==> config.mk <==
export PLATFORM = sky130hd
export DESIGN_NAME = tpc_ctrl
export DESIGN_NICKNAME = d
export VERILOG_FILES = /design/src/design/tpc_pkg.sv /design/src/design/tpc_ctrl.sv
export SDC_FILE = /design/constraint.sdc
export NUM_CORES = 1
export LEC_CHECK = 0
export ABC_AREA = 1
export BUFFER_PORTS_ARGS = -buffer_cell sky130_fd_sc_hd__buf_2
export CAP_MARGIN = 0
export CORE_MARGIN = 3
export CORE_UTILIZATION = 23
export CTS_BUF_LIST = sky130_fd_sc_hd__clkbuf_2
export DETAILED_ROUTE_END_ITERATION = 16
export PLACE_DENSITY = 0.54
export SYNTH_ARGS = -nofsm -noshare
export SYNTH_HDL_FRONTEND = slang
export SYNTH_SLANG_ARGS = --single-unit
==> constraint.sdc <==
create_clock -name clk -period 1.04 [get_ports clk]
set_input_delay 0.052 -clock clk [delete_from_list [all_inputs] [get_ports clk]]
set_output_delay 0.052 -clock clk [all_outputs]
set_load 0.03 [all_outputs]
==> src/design/tpc_pkg.sv <==
// Shared types and codes for the trie prefix counter.
package tpc_pkg;

  localparam int LETTER_WIDTH = 5;
  localparam int PREFIX_WIDTH = 16;

  localparam logic [1:0] REQ_INSERT = 2'd0;
  localparam logic [1:0] REQ_QUERY  = 2'd1;
  localparam logic [1:0] REQ_CLEAR  = 2'd2;

  localparam logic KIND_INSERT = 1'b0;
  localparam logic KIND_QUERY  = 1'b1;

  typedef struct packed {
    logic [1:0]              req_type;
    logic [LETTER_WIDTH-1:0] letter;
    logic                    last_letter;
    logic                    no_letter;
  } in_item_t;

  typedef struct packed {
    logic                    request_kind;
    logic [PREFIX_WIDTH-1:0] prefix_count;
    logic                    pool_overflow;
  } out_item_t;

  // controller to datapath
  typedef struct packed {
    logic latch;
    logic clear;
    logic kill;
    logic kill_ovf;
    logic rd_node;
    logic follow;
    logic alloc;
    logic init_node;
    logic cnt_rd;
    logic cnt_wr;
    logic finish;
  } cmd_t;

  // datapath to controller
  typedef struct packed {
    logic dead;
    logic letter_ok;
    logic present;
    logic full;
    logic is_insert;
    logic last;
    logic out_free;
  } stat_t;

endpackage

==> src/design/tpc_ctrl.sv <==
// Controller: sequences each letter through the node pool memories.
module tpc_ctrl (
  input  logic               clk,
  input  logic               rst,
  input  logic               in_valid,
  output logic               in_stall,
  input  tpc_pkg::in_item_t  in_item,
  input  tpc_pkg::stat_t     stat,
  output tpc_pkg::cmd_t      cmd
);

  localparam logic [2:0] S_IDLE   = 3'd0;
  localparam logic [2:0] S_READ   = 3'd1;
  localparam logic [2:0] S_DECIDE = 3'd2;
  localparam logic [2:0] S_ALLOC  = 3'd3;
  localparam logic [2:0] S_CREAD  = 3'd4;
  localparam logic [2:0] S_CWRITE = 3'd5;
  localparam logic [2:0] S_FREAD  = 3'd6;
  localparam logic [2:0] S_FINISH = 3'd7;

  logic [2:0] state;
  logic [2:0] state_next;
  logic [2:0] done_state;
  logic       accept;
  logic       walk;

  assign in_stall   = (state != S_IDLE);
  assign accept     = in_valid && (state == S_IDLE);
  assign walk       = !in_item.no_letter && !stat.dead;
  assign done_state = stat.last ? S_FREAD : S_IDLE;

  always_comb begin
    cmd        = '0;
    state_next = state;
    case (state)
      S_IDLE: begin
        if (accept) begin
          cmd.latch = 1'b1;
          if (in_item.req_type >= tpc_pkg::REQ_CLEAR) begin
            cmd.clear = 1'b1;
          end else if (walk && stat.letter_ok) begin
            state_next = S_READ;
          end else begin
            cmd.kill   = walk;
            state_next = in_item.last_letter ? S_FREAD : S_IDLE;
          end
        end
      end
      S_READ: begin
        cmd.rd_node = 1'b1;
        state_next  = S_DECIDE;
      end
      S_DECIDE: begin
        if (stat.present) begin
          cmd.follow = 1'b1;
          state_next = stat.is_insert ? S_CREAD : done_state;
        end else if (!stat.is_insert) begin
          cmd.kill   = 1'b1;
          state_next = done_state;
        end else if (stat.full) begin
          cmd.kill_ovf = 1'b1;
          state_next   = done_state;
        end else begin
          cmd.alloc  = 1'b1;
          state_next = S_ALLOC;
        end
      end
      S_ALLOC: begin
        cmd.init_node = 1'b1;
        state_next    = done_state;
      end
      S_CREAD: begin
        cmd.cnt_rd = 1'b1;
        state_next = S_CWRITE;
      end
      S_CWRITE: begin
        cmd.cnt_wr = 1'b1;
        state_next = done_state;
      end
      S_FREAD: begin
        cmd.cnt_rd = 1'b1;
        state_next = S_FINISH;
      end
      S_FINISH: begin
        if (stat.out_free) begin
          cmd.finish = 1'b1;
          state_next = S_IDLE;
        end
      end
      default: begin
        state_next = S_IDLE;
      end
    endcase
  end

  always_ff @(posedge clk) begin
    if (rst) begin
      state <= S_IDLE;
    end else begin
      state <= state_next;
    end
  end

endmodule

* Word level (Yosys, flattened, before mapping)
Index checks and enable logic that the tools add are counted.
** Word-level totals
- Input port bits :: 19
- Word-level logic and storage cells :: 55
- Flip-flop bits (word level) :: 3
- Output and inout port bits :: 12
** Cells by class
- Reductions and logical operators :: 10
- Multiplexer cells :: 33
- Magnitude comparators :: 1
- Eq/ne operators :: 10
** Operator list (number)
- $mux 3 :: 11
- $pmux 3 s7 :: 1
- $mux 1 :: 17
- $eq 3x3->1 const B :: 4
- $eq 3x2->1 const B :: 2
- $mux 2 :: 3
- $ne 2x2->1 const B :: 3
- $reduce_or 2->1 :: 2
- $eq 3x1->1 const B :: 1
- $logic_and 1x1->1 :: 3
- $logic_not 3->1 :: 1
- $reduce_and 3->1 :: 1
- $reduce_bool 3->1 :: 1
- $ge 2x2->1 const B :: 1
- $logic_not 1->1 :: 2
- $pmux 1 s2 :: 1

* Logic depth before layout (Yosys ltp)
Gate-level depths: netlist of the first run.
- Depth in word-level cells :: 7
- Mapped depth :: 8
- Depth with buffers taken out :: 8

* Least setup slack after synthesis of the first run
OpenSTA, ideal clock, no wires.
- Path type :: reg2out
- Start point :: reg state[0]
- End point :: out cmd[8] in the netlist's numbering
- Cell stages (with the launch flop) :: 4
- Arrival time :: 1373 ps
- Setup slack :: -385 ps
- Path buffers :: 0
- Path through :: dfxtp_1 nor2_4 nand2_2 o31ai_1
** RTL lines
- from (decl) :: RTL line tpc_ctrl.sv:21 : logic [2:0] state;
- from (signal assigned) :: RTL line tpc_ctrl.sv:100 : state <= state_next;
- to (decl) :: RTL line tpc_ctrl.sv:9 : output tpc_pkg::cmd_t cmd

==> out/metrics.cfg, run 1 <==
[logic_synthesis]
yosysUniqueCellTypes=11
syn_area_um2=342
yosys_register_bits=3
ys.warnings.count=0
synth_fp_nets=85
ys_seq_area_frac=0.176
syn_inst=66
synth_area_per_cell_um2=5.18

[placed_design]
numPortBuffers=24
gp_congestion=0.734
dpl.hpwl_um=891
pre_cts_slack_ps=-49.2
placedCellCount=115

[critical_path]
cp_num_buf_inv=2
cp.arrival_ps=1190
cp_slowest_cell=dfxtp_4
cp_max_fo=4
path_common_cell=buf_6
cpPeakStageDelay_ps=360
r2r_slack_ps=-100
path_cells=nor2_4 > nand2_4 > buf_6 > nor3_4 > buf_6
cp_top_family=flip-flops
cp.required_ps=990
startpoint_type=flop
cp-end-kind=primary output
crit_type=flop to primary output

[clock_tree]
cts_tree=yes
cts_buffer_depth=2
clock_latency_ps=200
ctsHoldBuffers=0
htree_num_levels=1
cts_root_buf=clkbuf_2
cts.sinks=3
cts_buffers=3
clk_pin_slew_ps=50

[floorplanning]
io_pins=31
die_y_um=44.5
core-area_mm2=0.00135
die_w_um=44.5
initial_core_util=0.253
die_area_mm2=0.00198
rows=13

[global_route]
grt_pass1_vias=508
grt_overflow_total=0
grt_max_degree=6
grt_pass1_wl_um=1990
antenna_found_initial=0
grt_use_total=0.132

[pwr]
vdd_drop_max_uv=1100
power.leakage_uw=0.000415
p_per_area_mw_per_mm2=2500

[timing]
fin_ws_ps=-199
report.final.setup_viol=13
drv_slew=0
worstMarginPinSlew_ps=174
timing.final.crit_share=1.19
finClkSkew_ps=8.98
setup_tns_ps=-1660
rsz0062_at_grt=true
hold_viol=0
fin_crit_ps=1240
slew_headroom=0.883
clock.fmax_mhz=807

[detailed_routing]
ant_nets=0
vias=535
drc=0
wl_per_cell_um=9.39
drt-initial-drc-count=7
vias_per_cell=4.46
drtPass1Iterations=4
wirelength_um=1130

[worst_hold_path]
hp-class=input pin to flop

[final_layout]
syn_to_final_growth_pct=129
regMostFlops=state
stdcell_count=120
nets=125
antenna_cells=0
largestRegisters=state x3
largest_reg_flops=3
nFillCells=135
drive_above_1_share=0.610
final_util=0.579

[run_status]
status=finished with violations
violations=negative setup slack

[flow_run]
cap_viol_max_count=0

[tightest hold or removal path: cells and delay by family]
kind / cells / cell delay (ps)
compound gates: 1 / 50
buf+inv: 2 / 100
simple gates: 1 / 100
[power by group]
part	internal, uW	switching (uW)
logic	676	858
clock network	101	60.0
registers	185	74.9
[metrics by stage]
stage / area [um2] / total power [uW] / hold WS (ps)
2_1_floorplan: 390 / 1020 / 196
3_3_place_gp: 604 / 1430 / 356
3_5_place_dp: 604 / 1440 / 354
4_1_cts: 724 / 1870 / 138
5_1_grt: 782 / 2130 / 149
6_report: 782 / 1960 / 144
[metal layers]
layer	up-vias	wire length, um	global-route usage
met5	-	0	0
met4	0	0	0.0181
met2	14	622	0.246
met3	0	58	0.0366
li1	283	-	-
met1	238	446	0.149
[cell type report]
class | instances | area, um2 | area share
clock buffer | 4 | 20.0 | 0.0256
inverter | 15 | 56.3 | 0.0720
multi-input combinational | 48 | 335 | 0.429
sequential | 3 | 68.8 | 0.0880
tap | 15 | 18.8 | 0.0240
timing repair buffer | 35 | 283 | 0.362
[kinds of logic (layout without fill, tap and decap cells)]
group / count (synthesis) / in the layout / synth area share
AOI/OAI and AO/OA: 3 / 3 / 0.0513
DFF: 3 / 3 / 0.176
and+or+nand+nor: 45 / 45 / 0.608
buffers and inverters: 15 / 54 / 0.165
[cells in the mapped netlist, drive strengths merged]
library cell | n | area share
nor3 | 2 | 0.029
nor2 | 17 | 0.23
dfxtp | 3 | 0.18
inv | 15 | 0.16
nand3 | 13 | 0.19
a21oi | 1 | 0.015
o31ai | 1 | 0.022
nand2 | 13 | 0.16
o21ai | 1 | 0.015
[timing repair]
action                                 4_1_cts  5_1_grt
gates resized for setup                     32       14
setup endpoints to repair                   14       15
endpoints found under the hold margin        0        0
buffers inserted                             1        0
pin swaps                                    3        1
cloned                                       0        0
[worst paths after layout]
check	cells past startpoint	from	end
setup / recovery	5	state[0]	cmd[9]
hold / removal	4	rst	state[0]
setup reg to reg	8	state[0]	state[1]
hold reg to reg	4	state[1]	state[0]
[placed cells by master, fill, tap and decap left out]
cell	Yosys	routed
nor2_2	0	2
inv_1	15	11
nor2_4	2	5
o31ai_4	0	1
nor3_1	2	1
nand2_1	11	9
o21ai_0	1	1
dfxtp_2	0	1
nand2_4	0	4
nand3_4	0	1
buf_4	0	8
buf_6	0	14
clkbuf_2	0	4
nand3_1	13	8
buf_2	0	13
nor3_4	0	1
nor2_1	15	10
inv_2	0	4
a21oi_1	1	1
nand3_2	0	4
dfxtp_4	0	2
(Power assumes the default switching activity.)
==> inputs of run 2 (changes only) <==
CORE_AREA = 3 3 40 42   (was unset)
CORE_MARGIN = unset   (was 3)
CORE_UTILIZATION = unset   (was 23)
DIE_AREA = 0 0 43 45   (was unset)
PLACE_DENSITY = 0.59   (was 0.54)
==> run 2 against run 1 <==
The flow still finishes with violations (negative setup slack). Cell area grew 2.1%. Power rose by 4.2%. Clock skew about the same. Critical endpoint unchanged. Sequential power grew 6%. First-iteration DRC count fell by 14%. Critical path depth is the same.
==> out/metrics.cfg, run 2 (same netlist as run 1, synthesis figures left out) <==
[critical_path]
r2r_slack_ps=-100  ; about the same
path_common_cell=buf_6
startpoint_type=flop
cp.arrival_ps=1190  ; about the same
reg2reg_from=state[0]
path_cells=nor2_4 > nand2_4 > buf_6 > nor3_4 > buf_6
timing.rr.end=state[1]
cp_num_buf_inv=2  ; unchanged
r2r_cells=8  ; unchanged
cp_max_fo=3  ; -1
cp-end-kind=primary output
cpPeakStageDelay_ps=350  ; about the same
crit_type=flop to primary output
cp_top_family=simple AND/OR/NAND/NOR gates
cp.required_ps=990  ; about the same
cp_slowest_cell=dfxtp_4

[clock_tree]
cts.sinks=3  ; unchanged
cts_tree=yes
ctsHoldBuffers=0  ; unchanged
cts_root_buf=clkbuf_2
htree_num_levels=1  ; unchanged
cts_buffers=3  ; unchanged
clk_pin_slew_ps=50  ; about the same
cts_buffer_depth=2  ; unchanged
clock_latency_ps=210  ; about the same

[pwr]
p_seq_frac=0.135  ; +0.002
clkPwrFrac=0.081  ; -0.002
internal-power_uw=985  ; +2.3%
vdd_drop_max_uv=999  ; -8.9%
power.leakage_uw=0.000414  ; -0.30%
p_per_area_mw_per_mm2=2550  ; +2.1%
combPwrFrac=0.784  ; about the same
swShare=0.517  ; +0.00904
power_switching_uw=1050  ; +6.0%

[timing]
finClkSkew_ps=8.86  ; -0.125 ps
clock.fmax_mhz=805  ; -0.26%
fin_ws_ps=-202  ; -3.18 ps
hold_viol=0  ; unchanged
rsz0062_at_grt=true
slew_headroom=0.880  ; -0.00348
timing.final.crit_share=1.19  ; +0.00306
worstMarginPinSlew_ps=180  ; +5.89 ps
fin_crit_ps=1240  ; +3.18 ps
fin_hold_ws_ps=123  ; -21.1 ps
report.final.setup_viol=14  ; +1
drv_slew=0  ; unchanged
setup_tns_ps=-1780  ; -116 ps

[detailed_routing]
drtPass1Iterations=4  ; unchanged
drc=0  ; unchanged
drt-initial-drc-count=6  ; -1
ant_nets=0  ; unchanged
vias=547  ; +2.2%
vias_per_cell=4.60  ; +3.1%
wl_per_cell_um=10.7  ; +14%
wirelength_um=1280  ; +13%

[placed_design]
dpl.hpwl_um=884  ; -0.74%
pre_cts_slack_ps=-55.9  ; -6.73 ps
placedCellCount=113  ; -1.7%
numPortBuffers=24  ; unchanged
gp_congestion=0.732  ; -0.30%

[final_layout]
regMostFlops=state
nets=124  ; -0.80%
final_util=0.621  ; +0.0420
stdcell_count=119  ; -0.83%
final_cell_mix=15 x buf_6, 12 x buf_2, 11 x inv_1
largest_reg_flops=3  ; unchanged
final_common_cell=buf_6
nFillCells=119  ; -12%
drive_above_1_share=0.635  ; +0.0251
antenna_cells=0  ; unchanged
largestRegisters=state x3
syn_to_final_growth_pct=134

[global_route]
grt_pass1_vias=518  ; +2.0%
grt_use_total=0.143  ; +0.0108
grt_pass1_wl_um=2030  ; +2.1%
grt_overflow_total=0  ; unchanged
antenna_found_initial=0  ; unchanged
grt_max_degree=6  ; unchanged

[flow_run]
cap_viol_max_count=0  ; unchanged

[run_status]
violations=negative setup slack
status=finished with violations

[floorplanning]
die_area_mm2=0.00194  ; -2.4%
die_y_um=45  ; +1.0%
die_w_um=43  ; -3.4%
initial_core_util=0.266  ; +0.0128
rows=13  ; unchanged
core-area_mm2=0.00128  ; -4.8%
io_pins=31  ; unchanged

[worst_hold_path]
min-delay-start=rst
hold_depth=4  ; unchanged
whs_endpoint=state[2]
hp-class=input pin to flop

-- run 2: cell types whose count changed in the layout (fill, tap and decap cells not counted), sizes merged --
cell | before | now
buf | 35 | 34
-- run 2: repair_timing --
item                       in CTS  in global routing
resized for setup              44                 12
hold endpoints to repair        0                  0
pin swaps                       8                  3
setup endpoints to repair      14                 15
buffers inserted                2                  1
-- run 2: cell type report --
cell class | instances | area, um2 | share of cell area
multi-input cells | 48 | 345 | 0.433
repair buffers | 34 | 282 | 0.353
flip-flops and latches | 3 | 71.3 | 0.0893
inverters | 15 | 61.3 | 0.0768
clock buffers | 4 | 20.0 | 0.0251
well taps | 15 | 18.8 | 0.0235
-- run 2: power groups by stage --
stage	registers (uW)	clock network, uW	logic [uW]
after floorplan	258	0	758
after global placement	243	0	1140
after detailed placement	243	0	1150
after CTS	262	174	1490
after global routing	283	191	1720
final	276	165	1600
-- run 2: per-stage QoR --
step,cell area [um2],power (uW)
3_5_place_dp,589,1390
3_3_place_gp,589,1390
4_1_cts,761,1930
5_1_grt,798,2190
2_1_floorplan,390,1020
6_report,798,2040
-- run 2: per-layer routing --
metal  GRT usage  routed length (um)  part of all wire
met5           0                   0                 0
met4      0.0542                   0                 0
met3      0.0398                  65             0.051
met2       0.299                 777              0.61
met1       0.127                 433              0.34
-- run 2: worst max path at each step --
stage,cells past startpoint,to,start
final,5,cmd[9],state[0]
after global routing,6,cmd[8],state[0]
after CTS,5,cmd[9],state[0]
after detailed placement,7,state[1],state[2]
after global placement,6,cmd[8],state[2]
after floorplan,7,state[1],state[2]
-- run 2: worst reg2reg max path, stage by stage (launching register included) --
cell and delay [ps]:
dfxtp_4 350, buf_4 130, buf_6 120, nand3_4 80
nand2_2 60, nor2_2 80, nand3_1 70, nor2_1 90
nor2_1 40
==> inputs of run 3 (changes only) <==
ABC_AREA = unset   (was 1)
PLACE_DENSITY = 0.61   (was 0.59)
==> run 3 against run 2 <==
The run still ends with negative setup slack left. Sequential share of layout area fell by 0.67 points. Clock-buffer cell count unchanged. Non-clock buffer count increased by 9. Clock skew fell by 8.2 ps. Utilization up 5.1 points. Synthesized area is 5.1% higher. Critical path depth up 1. Worst setup slack lost 210 ps. Largest power group unchanged. Highest routed layer unchanged.
==> out/metrics.cfg, run 3 <==
[clock_tree]
cts_buffer_depth=2  ; unchanged
cts.sinks=3  ; unchanged
clk_pin_slew_ps=40  ; about the same
cts_buffers=3  ; unchanged
htree_num_levels=1  ; unchanged
cts_root_buf=clkbuf_2
clock_latency_ps=200  ; about the same
ctsHoldBuffers=0  ; unchanged
cts_tree=yes

[global_route]
grt_pass1_vias=500  ; -3.5%
grt_pass1_wl_um=1970  ; -3.1%
grt_overflow_total=0  ; unchanged
grt_max_degree=7  ; +1
antenna_found_initial=0  ; unchanged
grt_use_total=0.133  ; -0.00963

[critical_path]
startpoint_type=flop
cpPeakStageDelay_ps=340  ; about the same
cp_slowest_cell=dfxtp_4
timing.rr.end=state[1]
cp.required_ps=1120  ; +130 ps
crit_type=flop to flop
r2r_cells=6  ; -2
path_cells=buf_6 > buf_4 > nand3_2 > o2bb2ai_1 > a211o_1 > o41a_1
cp.arrival_ps=1540  ; +350 ps
cp-startpoint=state[2]
cp_max_fo=3  ; unchanged
reg2reg_from=state[2]
cp_num_buf_inv=2  ; unchanged
cp-end-kind=flop
cp_top_family=compound AO/OA/AOI/OAI gates
r2r_slack_ps=-420  ; -320 ps

[placed_design]
numPortBuffers=24  ; unchanged
place_area_um2=584  ; -0.85%
pre_cts_slack_ps=-286  ; -230 ps
dpl.hpwl_um=872  ; -1.4%
gp_congestion=0.727  ; -0.63%

[floorplanning]
core-area_mm2=0.00128  ; unchanged
die_area_mm2=0.00194  ; unchanged
io_pins=31  ; unchanged
die_y_um=45  ; unchanged
die_w_um=43  ; unchanged
initial_core_util=0.279  ; +0.0136
rows=13  ; unchanged

[timing]
fin_ws_ps=-416  ; -214 ps
slew_headroom=0.681  ; -0.198
drv_slew=0  ; unchanged
clock.fmax_mhz=687  ; -15%
worstMarginPinSlew_ps=474  ; +294 ps
report.final.setup_viol=15  ; +1
fin_crit_ps=1460  ; +214 ps
finClkSkew_ps=0.642  ; -8.21 ps
timing.final.crit_share=1.40  ; +0.205
hold_viol=0  ; unchanged
rsz0062_at_grt=true

[logic_synthesis]
ys_seq_area_frac=0.167  ; -0.00858
yosys_register_bits=3  ; unchanged
syn_inst=48  ; -27%
yosysMostFrequentCell=nor2_1
synth_common_cells=7 x nor2_1, 3 x dfxtp_1, 3 x nand2_1
syn_area_um2=359  ; +5.1%
yosys-top-cells-area=dfxtp_1 17%, nor2_1 7.3%, a21oi_2 4.9%
synth_edf_count=0  ; unchanged
yosys.area.top_type_share=0.167  ; -0.0232
synthArstFlopShare=0  ; unchanged
yosysUniqueCellTypes=30  ; +19
ys.warnings.count=0  ; unchanged
synth_fp_nets=67  ; -21%
synthFlopType=dfxtp_1
synth_top_area_cell=dfxtp_1
synth_area_per_cell_um2=7.48  ; +45%

[detailed_routing]
vias_per_cell=4.79  ; +4.1%
wl_met1_um=511  ; +18%
wl_per_cell_um=13.0  ; +21%
met2WireLength_um=843  ; +8.5%
drtPass1Iterations=2  ; -2
top_layer=met3
wirelength_um=1390  ; +9.2%
wl_met3_um=38  ; -42%
drc=0  ; unchanged
drt-initial-drc-count=3  ; -3
vias=512  ; -6.4%
ant_nets=0  ; unchanged

[pwr]
power.leakage_uw=0.000392  ; -5.4%
clkPwrFrac=0.058  ; -0.023
swShare=0.443  ; -0.0735
p_seq_frac=0.116  ; -0.019
power_switching_uw=1200  ; +14%
internal-power_uw=1510  ; +54%
p_per_area_mw_per_mm2=3150  ; +23%
combPwrFrac=0.825  ; +0.041
vdd_drop_max_uv=1380  ; +38%

[flow_run]
cap_viol_max_count=0  ; unchanged

[final_layout]
final_cell_mix=23 x buf_6, 12 x buf_2, 8 x buf_4
syn_to_final_growth_pct=140
fin_area_um2=863  ; +8.2%
drive_above_1_share=0.750  ; +0.115
final_util=0.672  ; +0.0506
largestRegisters=state x3
regMostFlops=state
nets=112  ; -9.7%
antenna_cells=0  ; unchanged
final_common_cell=buf_6
largest_reg_flops=3  ; unchanged

[run_status]
status=finished with violations
violations=negative setup slack

[worst_hold_path]
whs_endpoint=state[2]
min-delay-start=rst
hp-class=input pin to flop
hold_depth=3  ; -1

run 3: cell count changes after synthesis, moves of 8 or more:
cell / change
inv_1: -14
nand3_1: -12
nand2_1: -8
nor2_1: -8
run 3: final cells by class:
class	count	area, um2
Tap cell	15	18.8
Clock buffer	4	20.0
Timing Repair Buffer	43	379
Sequential cell	3	71.3
Fill cell	101	422
Inverter	3	16.3
Multi-Input combinational cell	39	358
run 3: through the flow:
step,setup TNS [ps],hold slack (ps),std cells,power (uW)
6_report,-4250,126,107,2720
3_3_place_gp,-1460,334,94,1650
2_1_floorplan,-1410,218,48,1290
4_1_cts,-4490,95.5,104,2350
3_5_place_dp,-1560,326,94,1670
5_1_grt,-5080,112,107,2890
run 3: worst reg2reg max path, cell delays in order (launching register included):
cell and delay (ps):
dfxtp_4 340, buf_6 120, buf_4 130, nand3_2 80, o2bb2ai_1 110, a211o_1 260
o41a_1 300
run 3: power groups by stage:
stage               Combinational [uW]  Clock (uW)  Sequential [uW]
finish                            2240         159              317
global route                      2390         177              325
CTS                               1880         173              297
detailed placement                1380           0              293
global placement                  1360           0              288
floorplan                         1080           0              214
run 3: worst max-delay path by stage:
stage | endpoint | slack [ps] | cells past startpoint
after global routing | state[1] | -460 | 6
final | state[1] | -420 | 6
after CTS | cmd[8] | -420 | 4
after global placement | state[1] | -260 | 4
after detailed placement | state[1] | -290 | 4
after floorplan | state[1] | -320 | 5
run 3: routing by layer:
layer,vias up,global-route usage
met5,-,0
met4,0,0.0542
met3,0,0.0239
met2,10,0.249
met1,242,0.149
li1,260,-
run 3: logic make-up after synthesis:
| kind of cell | count (synthesis) | synth area share |
|---|---|---|
| flip-flops | 3 | 0.167 |
| AND/OR/NAND/NOR | 26 | 0.432 |
| buffers and inverters | 6 | 0.105 |
| AO/OA/AOI/OAI | 13 | 0.296 |
run 3: what timing repair did:
action | 4_1_cts | 5_1_grt
resized for setup | 33 | 20
setup endpoints to repair | 15 | 15
buffers inserted | 6 | 3
pin swaps | 9 | 8
hold endpoints to repair | 0 | 0
